### src/design/dsf_pkg.sv
`timescale 1ns / 1ps
// ----------------------------------------------------------------------------
// Delimiter sequence finder package
// Shared payload types, configuration layout and search mode codes.
// ----------------------------------------------------------------------------
package dsf_pkg;

  localparam int DELIM_REG_BITS = 64;
  localparam int CFG_INDEX_BITS = 2;
  localparam int CFG_DATA_BITS  = 64;
  localparam int LEN_BITS       = 4;
  localparam int OCC_BITS       = 8;
  localparam int MODE_BITS      = 2;
  localparam int OUT_POS_BITS   = 16;

  // Configuration register indexes.
  localparam logic [CFG_INDEX_BITS-1:0] REG_DELIM_BYTES  = 2'd0;
  localparam logic [CFG_INDEX_BITS-1:0] REG_DELIM_LENGTH = 2'd1;
  localparam logic [CFG_INDEX_BITS-1:0] REG_OCCURRENCE   = 2'd2;
  localparam logic [CFG_INDEX_BITS-1:0] REG_SEARCH_MODE  = 2'd3;

  // Search modes.
  localparam logic [MODE_BITS-1:0] MODE_NTH_START  = 2'd0;
  localparam logic [MODE_BITS-1:0] MODE_FIRST_END  = 2'd1;
  localparam logic [MODE_BITS-1:0] MODE_LAST_END   = 2'd2;

  localparam logic [OCC_BITS-1:0] MATCH_COUNT_MAX = 8'hFF;

  typedef struct packed {
    logic [7:0] data_byte;
    logic       last_byte;
  } in_t;

  typedef struct packed {
    logic                    found;
    logic [OUT_POS_BITS-1:0] position;
    logic                    too_long;
  } out_t;

  typedef struct packed {
    logic [DELIM_REG_BITS-1:0] delimiter_bytes;
    logic [LEN_BITS-1:0]       delimiter_length;
    logic [OCC_BITS-1:0]       occurrence;
    logic [MODE_BITS-1:0]      search_mode;
  } cfg_t;

endpackage

### src/design/dsf_cell.sv
`timescale 1ns / 1ps
// ----------------------------------------------------------------------------
// Delimiter sequence finder window cell
// Holds one byte of the recent window, passes it on, and compares the byte
// it is about to take with its delimiter byte.
// ----------------------------------------------------------------------------
module dsf_cell #(
  parameter int INDEX = 0
) (
  input  logic                                clk,
  input  logic                                rst,
  input  logic                                shift,
  input  logic                                clear,
  input  logic [7:0]                          byte_in,
  input  logic                                valid_in,
  input  logic [dsf_pkg::DELIM_REG_BITS-1:0]  delimiter_bytes,
  input  logic [dsf_pkg::LEN_BITS-1:0]        delimiter_length,
  output logic [7:0]                          byte_out,
  output logic                                valid_out,
  output logic                                ok
);

  localparam logic [4:0] POS = 5'(INDEX);

  logic [7:0] win_byte;
  logic       win_valid;
  logic       cmp_on;
  logic [4:0] sel;
  logic [7:0] delim_sel;

  // The cell at window index k checks delimiter byte (length - 1 - k).
  always_comb begin
    cmp_on    = POS < {1'b0, delimiter_length};
    sel       = {1'b0, delimiter_length} - POS - 5'd1;
    delim_sel = (sel < 5'd8) ? delimiter_bytes[{sel[2:0], 3'b000} +: 8] : 8'h00;
    ok        = !cmp_on || (valid_in && (byte_in == delim_sel));
  end

  always_ff @(posedge clk) begin
    if (shift) begin
      win_byte <= byte_in;
    end
  end

  always_ff @(posedge clk) begin
    if (rst) begin
      win_valid <= 1'b0;
    end else if (shift) begin
      win_valid <= clear ? 1'b0 : valid_in;
    end
  end

  assign byte_out  = win_byte;
  assign valid_out = win_valid;

endmodule

### src/design/dsf_tracker.sv
`timescale 1ns / 1ps
// ----------------------------------------------------------------------------
// Delimiter sequence finder match tracker
// Counts bytes and matches of one buffer and keeps the requested hit.
// ----------------------------------------------------------------------------
module dsf_tracker #(
  parameter int POS_BITS = 16
) (
  input  logic                 clk,
  input  logic                 rst,
  input  logic                 accept,
  input  logic                 last,
  input  logic                 window_match,
  input  dsf_pkg::cfg_t        cfg,
  output dsf_pkg::out_t        result
);

  localparam logic [POS_BITS-1:0] POS_MAX = {POS_BITS{1'b1}};

  logic [POS_BITS-1:0]          byte_count, byte_count_next;
  logic [dsf_pkg::OCC_BITS-1:0] match_count, match_count_next;
  logic                         hit_flag, hit_flag_next;
  logic [POS_BITS-1:0]          hit_position, hit_position_next;
  logic                         overflow_flag, overflow_flag_next;
  logic [POS_BITS-1:0]          start_pos;
  logic [POS_BITS+dsf_pkg::OUT_POS_BITS-1:0] pos_wide;

  always_comb begin
    overflow_flag_next = overflow_flag || (byte_count == POS_MAX);
    byte_count_next    = (byte_count == POS_MAX) ? byte_count : byte_count + 1'b1;
    start_pos          = byte_count_next - POS_BITS'(cfg.delimiter_length);
    match_count_next   = match_count;
    hit_flag_next      = hit_flag;
    hit_position_next  = hit_position;
    if (window_match) begin
      if (match_count != dsf_pkg::MATCH_COUNT_MAX) begin
        match_count_next = match_count + 1'b1;
      end
      case (cfg.search_mode)
        dsf_pkg::MODE_NTH_START: begin
          if (!hit_flag && (cfg.occurrence != '0) && (match_count_next == cfg.occurrence)) begin
            hit_flag_next     = 1'b1;
            hit_position_next = start_pos;
          end
        end
        dsf_pkg::MODE_FIRST_END: begin
          if (!hit_flag) begin
            hit_flag_next     = 1'b1;
            hit_position_next = byte_count_next;
          end
        end
        dsf_pkg::MODE_LAST_END: begin
          hit_flag_next     = 1'b1;
          hit_position_next = byte_count_next;
        end
        default: begin
        end
      endcase
    end
  end

  // Result for a buffer ending on this byte.
  always_comb begin
    pos_wide        = {{dsf_pkg::OUT_POS_BITS{1'b0}}, hit_position_next};
    result.found    = hit_flag_next;
    result.position = hit_flag_next ? pos_wide[dsf_pkg::OUT_POS_BITS-1:0] : '0;
    result.too_long = overflow_flag_next;
  end

  always_ff @(posedge clk) begin
    if (rst) begin
      byte_count    <= '0;
      match_count   <= '0;
      hit_flag      <= 1'b0;
      hit_position  <= '0;
      overflow_flag <= 1'b0;
    end else if (accept) begin
      if (last) begin
        byte_count    <= '0;
        match_count   <= '0;
        hit_flag      <= 1'b0;
        hit_position  <= '0;
        overflow_flag <= 1'b0;
      end else begin
        byte_count    <= byte_count_next;
        match_count   <= match_count_next;
        hit_flag      <= hit_flag_next;
        hit_position  <= hit_position_next;
        overflow_flag <= overflow_flag_next;
      end
    end
  end

endmodule

### src/design/delimiter_sequence_finder.sv
`timescale 1ns / 1ps
// ----------------------------------------------------------------------------
// Delimiter sequence finder
// Searches a byte stream for a configured delimiter with a chain of cells.
// ----------------------------------------------------------------------------
// Usage: a buffer enters one byte per request on the in channel, with
// last_byte set on its final byte. Every accepted byte shifts the window
// chain by one cell; each cell compares the byte it takes with its delimiter
// byte, so a match is seen in the same cycle the byte is accepted.
// Only the last byte of a buffer produces a request on the out channel:
// found, the position of the requested match and the too_long flag.
// The result is registered; it is valid in the cycle after its last byte is
// accepted. Throughput: one byte per cycle while in_ready is high; buffers
// follow each other with no gap while out_ready is high.
// The result sits in an output register. While it waits, the input takes
// no bytes at all, whether they are last bytes or not; in_ready is low
// exactly when the output register is full and not being taken.
// Reset clears the configuration to its defaults (length 1, occurrence 1,
// nth-start mode, delimiter zero), all per-buffer counters, the window valid
// bits and the output valid flag. Configuration is written through cfg_write,
// cfg_index and cfg_data and takes effect from the next byte.
// ----------------------------------------------------------------------------
module delimiter_sequence_finder #(
  parameter int DELIM_MAX = 8,
  parameter int POS_BITS  = 16
) (
  input  logic                                clk,
  input  logic                                rst,
  input  logic                                in_valid,
  output logic                                in_ready,
  input  dsf_pkg::in_t                        in_data,
  output logic                                out_valid,
  input  logic                                out_ready,
  output dsf_pkg::out_t                       out_data,
  input  logic                                cfg_write,
  input  logic [dsf_pkg::CFG_INDEX_BITS-1:0]  cfg_index,
  input  logic [dsf_pkg::CFG_DATA_BITS-1:0]   cfg_data
);

  dsf_pkg::cfg_t cfg;
  dsf_pkg::out_t result;

  logic             accept;
  logic             clear;
  logic             len_ok;
  logic             window_match;
  logic [7:0]       byte_chain  [0:DELIM_MAX];
  logic             valid_chain [0:DELIM_MAX];
  logic [DELIM_MAX-1:0] cell_ok;

  assign in_ready = !out_valid || out_ready;
  assign accept   = in_valid && in_ready;
  assign clear    = in_data.last_byte;

  // Configuration registers.
  always_ff @(posedge clk) begin
    if (rst) begin
      cfg.delimiter_bytes  <= '0;
      cfg.delimiter_length <= dsf_pkg::LEN_BITS'(1);
      cfg.occurrence       <= dsf_pkg::OCC_BITS'(1);
      cfg.search_mode      <= dsf_pkg::MODE_NTH_START;
    end else if (cfg_write) begin
      case (cfg_index)
        dsf_pkg::REG_DELIM_BYTES:  cfg.delimiter_bytes  <= cfg_data;
        dsf_pkg::REG_DELIM_LENGTH: cfg.delimiter_length <= cfg_data[dsf_pkg::LEN_BITS-1:0];
        dsf_pkg::REG_OCCURRENCE:   cfg.occurrence       <= cfg_data[dsf_pkg::OCC_BITS-1:0];
        dsf_pkg::REG_SEARCH_MODE:  cfg.search_mode      <= cfg_data[dsf_pkg::MODE_BITS-1:0];
        default: begin
        end
      endcase
    end
  end

  // Window chain: cell 0 takes the incoming byte, cell k the byte of cell k-1.
  assign byte_chain[0]  = in_data.data_byte;
  assign valid_chain[0] = 1'b1;

  for (genvar k = 0; k < DELIM_MAX; k++) begin : g_cell
    dsf_cell #(
      .INDEX (k)
    ) u_cell (
      .clk              (clk),
      .rst              (rst),
      .shift            (accept),
      .clear            (clear),
      .byte_in          (byte_chain[k]),
      .valid_in         (valid_chain[k]),
      .delimiter_bytes  (cfg.delimiter_bytes),
      .delimiter_length (cfg.delimiter_length),
      .byte_out         (byte_chain[k+1]),
      .valid_out        (valid_chain[k+1]),
      .ok               (cell_ok[k])
    );
  end

  // A zero length or one longer than the chain never matches.
  assign len_ok       = (cfg.delimiter_length != '0) &&
                        ({1'b0, cfg.delimiter_length} <= 5'(DELIM_MAX));
  assign window_match = accept && len_ok && (&cell_ok);

  dsf_tracker #(
    .POS_BITS (POS_BITS)
  ) u_tracker (
    .clk          (clk),
    .rst          (rst),
    .accept       (accept),
    .last         (in_data.last_byte),
    .window_match (window_match),
    .cfg          (cfg),
    .result       (result)
  );

  // Output register.
  always_ff @(posedge clk) begin
    if (rst) begin
      out_valid <= 1'b0;
    end else if (accept && in_data.last_byte) begin
      out_valid <= 1'b1;
    end else if (out_ready) begin
      out_valid <= 1'b0;
    end
  end

  always_ff @(posedge clk) begin
    if (accept && in_data.last_byte) begin
      out_data <= result;
    end
  end

endmodule

### config.mk
export PLATFORM = sky130hd
export DESIGN_NAME = delimiter_sequence_finder
export DESIGN_NICKNAME = d
export VERILOG_FILES = /design/src/design/dsf_pkg.sv /design/src/design/dsf_cell.sv /design/src/design/dsf_tracker.sv /design/src/design/delimiter_sequence_finder.sv
export SDC_FILE = /design/constraint.sdc
export NUM_CORES = 1
export LEC_CHECK = 0
export BUFFER_PORTS_ARGS = -buffer_cell sky130_fd_sc_hd__buf_2
export CORE_MARGIN = 2
export CORE_UTILIZATION = 35
export CTS_BUF_LIST = sky130_fd_sc_hd__clkbuf_8
export DETAILED_ROUTE_END_ITERATION = 6
export GPL_TIMING_DRIVEN = 0
export SLEW_MARGIN = 10
export SYNTH_ARGS = -nofsm -noshare
export SYNTH_HDL_FRONTEND = slang
export SYNTH_SLANG_ARGS = --single-unit
export TNS_END_PERCENT = 10
### constraint.sdc
create_clock -name clk -period 6 [get_ports clk]
set_input_delay 1.2 -clock clk [delete_from_list [all_inputs] [get_ports clk]]
set_output_delay 1.2 -clock clk [all_outputs]
set_load 0.01 [all_outputs]
# Yosys cells after proc, flatten, opt, wreduce, memory -nomap -nowiden
# Cells that the tools add are included.
[totals]
wordCells = 165
inputBits = 80
ff_bits = 202
out_inout_bits = 20
[op_classes]
n_eq_ne = 16
n_shift = 8
addsub = 17
order_cmp = 17
n_reduce_logical = 47
mux = 33
[ops]
columns = ["operator", "n"]
rows = [
  ["64-bit by 7-bit indexed part select with 8-bit output", 8],
  ["16-bit two-way mux", 6],
  ["8-bit two-way mux", 12],
  ["8-bit equality test", 9],
  ["16-bit one-hot mux with 3 select lines", 1],
  ["5-bit by 4-bit < comparator with 1-bit output, second input constant", 8],
  ["5-bit by 1-bit subtractor with 5-bit output, second input constant", 7],
  ["4-bit by 3-bit subtractor with 5-bit output, second input constant", 4],
  ["16-bit by 1-bit adder with 16-bit output, second input constant", 1],
  ["16-bit equality test, second input constant", 1],
  ["3-bit by 4-bit < comparator with 1-bit output, first input constant", 4],
  ["16-bit by 4-bit subtractor with 16-bit output", 1],
  ["1-bit logical AND", 14],
  ["1-bit two-way mux", 13],
  ["1-bit zero test", 10],
  ["1-bit logical OR", 10],
  ["2-bit AND reduction", 5],
  ["4-bit by 2-bit subtractor with 5-bit output, second input constant", 2],
  ["8-bit by 1-bit adder with 8-bit output, second input constant", 1],
  ["1-bit by 4-bit < comparator with 1-bit output, first input constant", 2],
  ["2-bit by 4-bit < comparator with 1-bit output, first input constant", 2],
  ["8-bit != test, second input constant", 1],
  ["8-bit AND reduction", 1],
  ["8-bit nonzero test", 1],
  ["other kinds (9)", 14],
]

# Logic depth before layout (Yosys ltp)
[logic_depth]
depth_word = 16
depth_mapped = 22

# Hierarchy
# From an unflattened synthesis, not the netlist that was laid out.
[hier_totals]
cells_unflattened = 1554
hier_area_um2 = 15792.6
[by_module_without_submodules]
columns = ["module", "n_inst", "cells_per_inst", "area_each_um2"]
rows = [
  ["dsf_tracker", 1, 531, 3966.3],
  ["delimiter_sequence_finder", 1, 358, 3385.7],
  ["dsf_cell at g_cell[0].u_cell", 1, 123, 1391.3],
  ["dsf_cell at g_cell[2].u_cell", 1, 114, 1198.6],
  ["dsf_cell at g_cell[4].u_cell", 1, 92, 1072.3],
  ["dsf_cell at g_cell[6].u_cell", 1, 74, 1022.2],
  ["dsf_cell at g_cell[5].u_cell", 1, 72, 982.2],
  ["dsf_cell at g_cell[1].u_cell", 1, 64, 939.7],
  ["dsf_cell at g_cell[7].u_cell", 1, 67, 919.6],
  ["dsf_cell at g_cell[3].u_cell", 1, 59, 914.6],
]

# Worst setup path after synthesis
# No wires, ideal clock.
[synth_timing]
kind = "register to register"
from = "register, netlist name cfg[11]"
to = "register out_data[13] in the netlist's numbering, data pin"
stages_incl_launch_ff = 19
path_buffers = 6
arrival_time_ns = 4.515
slack_ns = 1.231
cell_sequence = "dfxtp_1 buf_2 buf_2 clkinv_1 ha_1 buf_4 buf_8 buf_6 mux4_2 a221oi_1 nor2_1 a21oi_1 o211ai_1 a2111oi_4 nand4b_4 nor3_4 o2bb2ai_2 buf_4 nor2_1"
[synth_via]
elab_chain_len = 10
[synth_rtl]
columns = ["item", "line", "source"]
rows = [
  ["4-bit by 1-bit subtractor with 5-bit output (tied with other cells)", "dsf_cell.sv:34", "sel = {1'b0, delimiter_length} - POS - 5'd1;"],
  ["5-bit by 1-bit subtractor with 5-bit output", "dsf_cell.sv:34", ""],
  ["64-bit by 7-bit indexed part select with 8-bit output or 5-bit by 4-bit < comparator with 1-bit output (tied branches)", "dsf_cell.sv:35", "delim_sel = (sel < 5'd8) ? delimiter_bytes[{sel[2:0], 3'b000} +: 8] : 8'h00;"],
  ["8-bit two-way mux", "dsf_cell.sv:35", ""],
  ["8-bit equality test", "dsf_cell.sv:36", "ok = !cmp_on || (valid_in && (byte_in == delim_sel));"],
  ["1-bit logical AND", "dsf_cell.sv:36", ""],
  ["1-bit logical OR", "dsf_cell.sv:36", ""],
  ["8-bit AND reduction", "delimiter_sequence_finder.sv:99", "assign window_match = accept && len_ok && (&cell_ok);"],
  ["1-bit logical AND", "delimiter_sequence_finder.sv:99", ""],
  ["16-bit two-way mux or 1-bit two-way mux (tied branches)", "dsf_tracker.sv:35", "if (window_match) begin"],
  ["end signal, assigned", "delimiter_sequence_finder.sv:126", "out_data <= result;"],
  ["end, declared", "delimiter_sequence_finder.sv:34", "output dsf_pkg::out_t out_data,"],
]
# Several ways; a longest one is shown, not always the timed one.
# A chain may end at the register's enable or synchronous reset.

# Worst setup path in the final report
[layout_timing]
from = "register, netlist name cfg[10]"
to = "register out_data[16] in the netlist's numbering, data pin"
[layout_via]
elab_chain_len = 10
[layout_rtl]
columns = ["item", "line"]
rows = [
  ["4-bit by 1-bit subtractor with 5-bit output (tied with other cells)", "dsf_cell.sv:34"],
  ["5-bit by 1-bit subtractor with 5-bit output", "dsf_cell.sv:34"],
  ["64-bit by 7-bit indexed part select with 8-bit output or 5-bit by 4-bit < comparator with 1-bit output (tied branches)", "dsf_cell.sv:35"],
  ["8-bit two-way mux", "dsf_cell.sv:35"],
  ["8-bit equality test", "dsf_cell.sv:36"],
  ["1-bit logical AND", "dsf_cell.sv:36"],
  ["1-bit logical OR", "dsf_cell.sv:36"],
  ["8-bit AND reduction", "delimiter_sequence_finder.sv:99"],
  ["1-bit logical AND", "delimiter_sequence_finder.sv:99"],
  ["16-bit two-way mux or 1-bit two-way mux (tied branches)", "dsf_tracker.sv:35"],
]
# Several ways; a longest one is shown, not always the timed one.

==> summary.txt <==
DETAILED ROUTING
--------------------------------------------------------------------------------------------------------
Wire length after detailed routing ........................................................      57.2 mm
Drt drc ...................................................................................            0
Number of violations reported at the end of detailed-routing iteration 0 ..................        1,429
Post-DRT Antenna Nets .....................................................................            0
TritonRoute pass-1 iters ..................................................................            5
Top routing layer used ....................................................................         met4
Via-to-Cell Ratio .........................................................................         6.10
Detailed-route wire length on metal 1 .....................................................      25.1 mm
Routed wire length on met3 ................................................................      5.28 mm
Mean routed wirelength per cell ...........................................................      25.5 µm
Total vias in the final route .............................................................       13,700
Met2 WL ...................................................................................      24.5 mm

FINISH
--------------------------------------------------------------------------------------------------------
Layout cell share with drive strength beyond 1 ............................................        0.204
Most common cell after layout, fill and taps aside ........................................ sky130_fd_sc_hd__nand2_1
Number of nets in the layout ..............................................................        1,780
Number of diodes ..........................................................................            0
Top library cells by usage in the layout, fill and taps aside ............................. sky130_fd_sc_hd__nand2_1, sky130_fd_sc_hd__dfxtp_1, sky130_fd_sc_hd__a21oi_1
Final cell utilization of the core ........................................................        0.405
Final Non-Filler Cells ....................................................................        2,241
Layout-stage area growth over the synthesis result ........................................        14.7%

SYNTHESIS
--------------------------------------------------------------------------------------------------------
Number of cells produced by synthesis .....................................................        1,537
Post-synthesis register bit count .........................................................          202
Share of the yosys chip area belonging to registers .......................................        0.333
Nets in the synthesized netlist ...........................................................        1,638
Number of warnings issued by yosys ........................................................            0
Most used DFF post-synth .................................................................. sky130_fd_sc_hd__dfxtp_1
Distinct cells, synth .....................................................................           91
Count of flip-flops with a built-in enable after synthesis ................................           74
Proportion of register bits with asynchronous set or reset after synthesis ................            0
Avg Inst Size Synth .......................................................................     9.34 µm²
Mapped Area ...............................................................................   0.0143 mm²

PLACEMENT
--------------------------------------------------------------------------------------------------------
Pre-CTS setup slack .......................................................................      -882 ps
Placed cell count .........................................................................        2,167
Final HPWL from detailed placement ........................................................      44.0 mm
Final weighted congestion in routability-driven placement .................................         1.00
Port bufs .................................................................................           97

GLOBAL ROUTING
--------------------------------------------------------------------------------------------------------
Antenna violations before repair ..........................................................            0
Maximum number of pins on one net before global-route repair ..............................           36
Global route total overflow ...............................................................            0
Global router's overall resource usage ....................................................        0.269
Via count of the first global-routing pass ................................................       12,700
First-pass GRT wire length ................................................................      84.1 mm

CLOCK NETWORK
--------------------------------------------------------------------------------------------------------
Count of hold buffers inserted by post-cts repair .........................................            0
CTS tree ..................................................................................          yes
Max clock buf depth .......................................................................            3
Num Clock Sinks ...........................................................................          202
Number of H-tree branching levels .........................................................            2
CTS buffer count ..........................................................................           38
Post-CTS clock slew at the launch and capture registers of the worst setup and hold paths .        60 ps
CTS Root Cell ............................................................................. sky130_fd_sc_hd__clkbuf_8
Skew-Pair Late Insertion Delay ............................................................       610 ps

DIE
--------------------------------------------------------------------------------------------------------
Core footprint ............................................................................   0.0406 mm²
Overall die area ..........................................................................   0.0426 mm²
IO Count ..................................................................................          100
FP Rows ...................................................................................           74
Initial Util ..............................................................................        0.353
Vert. Die Dim .............................................................................       206 µm
Die span in x .............................................................................       206 µm

JOB
--------------------------------------------------------------------------------------------------------
Max cap viols .............................................................................            0

WORST SETUP PATH
--------------------------------------------------------------------------------------------------------
Reg2reg start .............................................................................      cfg[10]
Worst setup path category .................................................................      reg2reg
Setup crit end kind .......................................................................     register
Startpoint types ..........................................................................     register
Endpoint of the lowest-slack register-to-register path .................................... out_data[16]
Arrival time of the worst setup path ......................................................      6300 ps
Reg2reg path depth ........................................................................           21
R2r setup slk .............................................................................       130 ps
Crit path required time ...................................................................      6430 ps
Origin of the worst setup path ............................................................      cfg[10]
Top fanout value on the critical path .....................................................           10
Capturing element of the worst setup path ................................................. out_data[16]

PWR
--------------------------------------------------------------------------------------------------------
Max rail drop VDD .........................................................................     0.173 mV
Leakage power .............................................................................      6.06 nW
Pwr per Cell Area .........................................................................   220 mW/mm²

TIMING
--------------------------------------------------------------------------------------------------------
Fmax ......................................................................................      170 MHz
Final Hold Vio Count ......................................................................            0
Sum of negative setup slack ...............................................................         0 ps
Ratio of final minimum period to clock period .............................................        0.979
Count of final max-slew check failures ....................................................            0
Tmin final ................................................................................      5870 ps
Worst-margin pin slew .....................................................................      1300 ps
Relative slew slack .......................................................................        0.120
Final setup fails .........................................................................            0
Min setup slack post-route ................................................................       127 ps
Setup repair after global routing missed its margin .......................................         true
Skew final ................................................................................      33.2 ps

RUN STATUS
--------------------------------------------------------------------------------------------------------
Run status ................................................................................    completed

MIN PATH
--------------------------------------------------------------------------------------------------------
Hold/Removal Path Class ...................................................................      reg2reg

## kinds of logic after synthesis
kind of cell | count (synthesis) | share of synthesized area
AOI/OAI and AO/OA | 372 | 0.173
buffers and inverters | 144 | 0.0484
DFF | 202 | 0.333
xor gates and xnor gates | 53 | 0.0352
muxes | 198 | 0.202
adders and majority gates | 21 | 0.0188
and+or+nand+nor | 547 | 0.189
## power by group
group,total (W),leakage [nW],internal [W],switching (W)
Clock,0.00148,0.457,0.000817,0.000660
Combinational,0.000594,3.85,0.000229,0.000365
Sequential,0.00155,1.76,0.00147,0.0000784
Total,0.00362,6.06,0.00252,0.00110
## metrics by stage
stage	cell area [µm²]	hold slack, ps	total power (W)
final	16500	471	0.00362
after global routing	16500	490	0.00375
after CTS	16400	475	0.00363
after detailed placement	15500	458	0.00215
after global placement	15500	446	0.00215
after floorplan	14300	428	0.00193
## Yosys cell counts, types with 20 or more instances
library cell	n	area [µm²]
sky130_fd_sc_hd__nand3_1	42	210
sky130_fd_sc_hd__edfxtp_1	74	2220
sky130_fd_sc_hd__xnor2_1	32	280
sky130_fd_sc_hd__o21ai_0	60	300
sky130_fd_sc_hd__nor3_1	35	175
sky130_fd_sc_hd__mux4_2	70	1580
sky130_fd_sc_hd__mux2i_1	94	941
sky130_fd_sc_hd__ha_1	20	250
sky130_fd_sc_hd__a21oi_1	125	626
sky130_fd_sc_hd__nand2_1	236	886
sky130_fd_sc_hd__mux2_2	33	372
sky130_fd_sc_hd__clkbuf_1	56	210
sky130_fd_sc_hd__dfxtp_1	128	2560
sky130_fd_sc_hd__inv_1	40	150
sky130_fd_sc_hd__a22oi_1	36	270
sky130_fd_sc_hd__nor2_1	80	300
## flip-flops by register name (all words and copies together) (netlist names)
name	count
out_valid	1
g_cell.u_cell.valid_out	7
cfg	78
u_tracker.match_count	8
g_cell.u_cell.byte_out	56
out_data	18
u_tracker.overflow_flag	1
u_tracker.byte_count	16
u_tracker.hit_flag	1
u_tracker.hit_position	16
## critical path, cell delays in order (launching register included)
cell                       delay (ps)
sky130_fd_sc_hd__dfxtp_1          350
sky130_fd_sc_hd__buf_4            200
sky130_fd_sc_hd__buf_6            170
sky130_fd_sc_hd__inv_2            290
sky130_fd_sc_hd__clkbuf_4         360
sky130_fd_sc_hd__buf_4            290
sky130_fd_sc_hd__ha_1             290
sky130_fd_sc_hd__buf_4            170
sky130_fd_sc_hd__buf_8            150
sky130_fd_sc_hd__buf_6            170
sky130_fd_sc_hd__mux2i_1          140
sky130_fd_sc_hd__mux4_2           620
sky130_fd_sc_hd__a311oi_1         290
sky130_fd_sc_hd__nand2_1           90
sky130_fd_sc_hd__o211a_1          270
sky130_fd_sc_hd__o41ai_4          510
sky130_fd_sc_hd__a21oi_4          240
sky130_fd_sc_hd__nor3_4           300
sky130_fd_sc_hd__buf_4            180
sky130_fd_sc_hd__buf_6            160
sky130_fd_sc_hd__a21bo_1          210
sky130_fd_sc_hd__a21oi_1          200
## worst min-delay path by stage
stage                            startpoint                      endpoint  slack, ps  depth (start not counted)
2_1_floorplan       u_tracker.overflow_flag       u_tracker.overflow_flag        430                          2
3_3_place_gp        u_tracker.overflow_flag       u_tracker.overflow_flag        450                          2
3_5_place_dp        u_tracker.overflow_flag       u_tracker.overflow_flag        460                          2
4_1_cts             u_tracker.overflow_flag       u_tracker.overflow_flag        480                          2
5_1_grt        g_cell[2].u_cell.byte_out[6]  g_cell[3].u_cell.byte_out[6]        490                          0
6_report            u_tracker.overflow_flag       u_tracker.overflow_flag        470                          2
## layout make-up
| type | instances | area [µm²] |
|---|---|---|
| plain buffers | 101 | 549 |
| flip-flops and latches | 202 | 4790 |
| inverters | 43 | 163 |
| fillers | 4029 | 24200 |
| clock inverters | 25 | 194 |
| repair buffers | 102 | 536 |
| multi-input cells | 1191 | 8950 |
| well taps | 532 | 666 |
| clock buffers | 45 | 619 |
## per-layer routing
metal	GRT usage	up-vias
met1	0.382	6757
met2	0.393	718
li1	-	6070
met4	0.108	0
met5	0	-
met3	0.0610	136
## timing repair
action                                  in CTS  in global routing
buffers inserted                             2                  2
pin swaps                                    1                  3
gates resized for setup                      9                 13
endpoints found under the setup margin      42                 41
(Power assumes the default switching activity.)
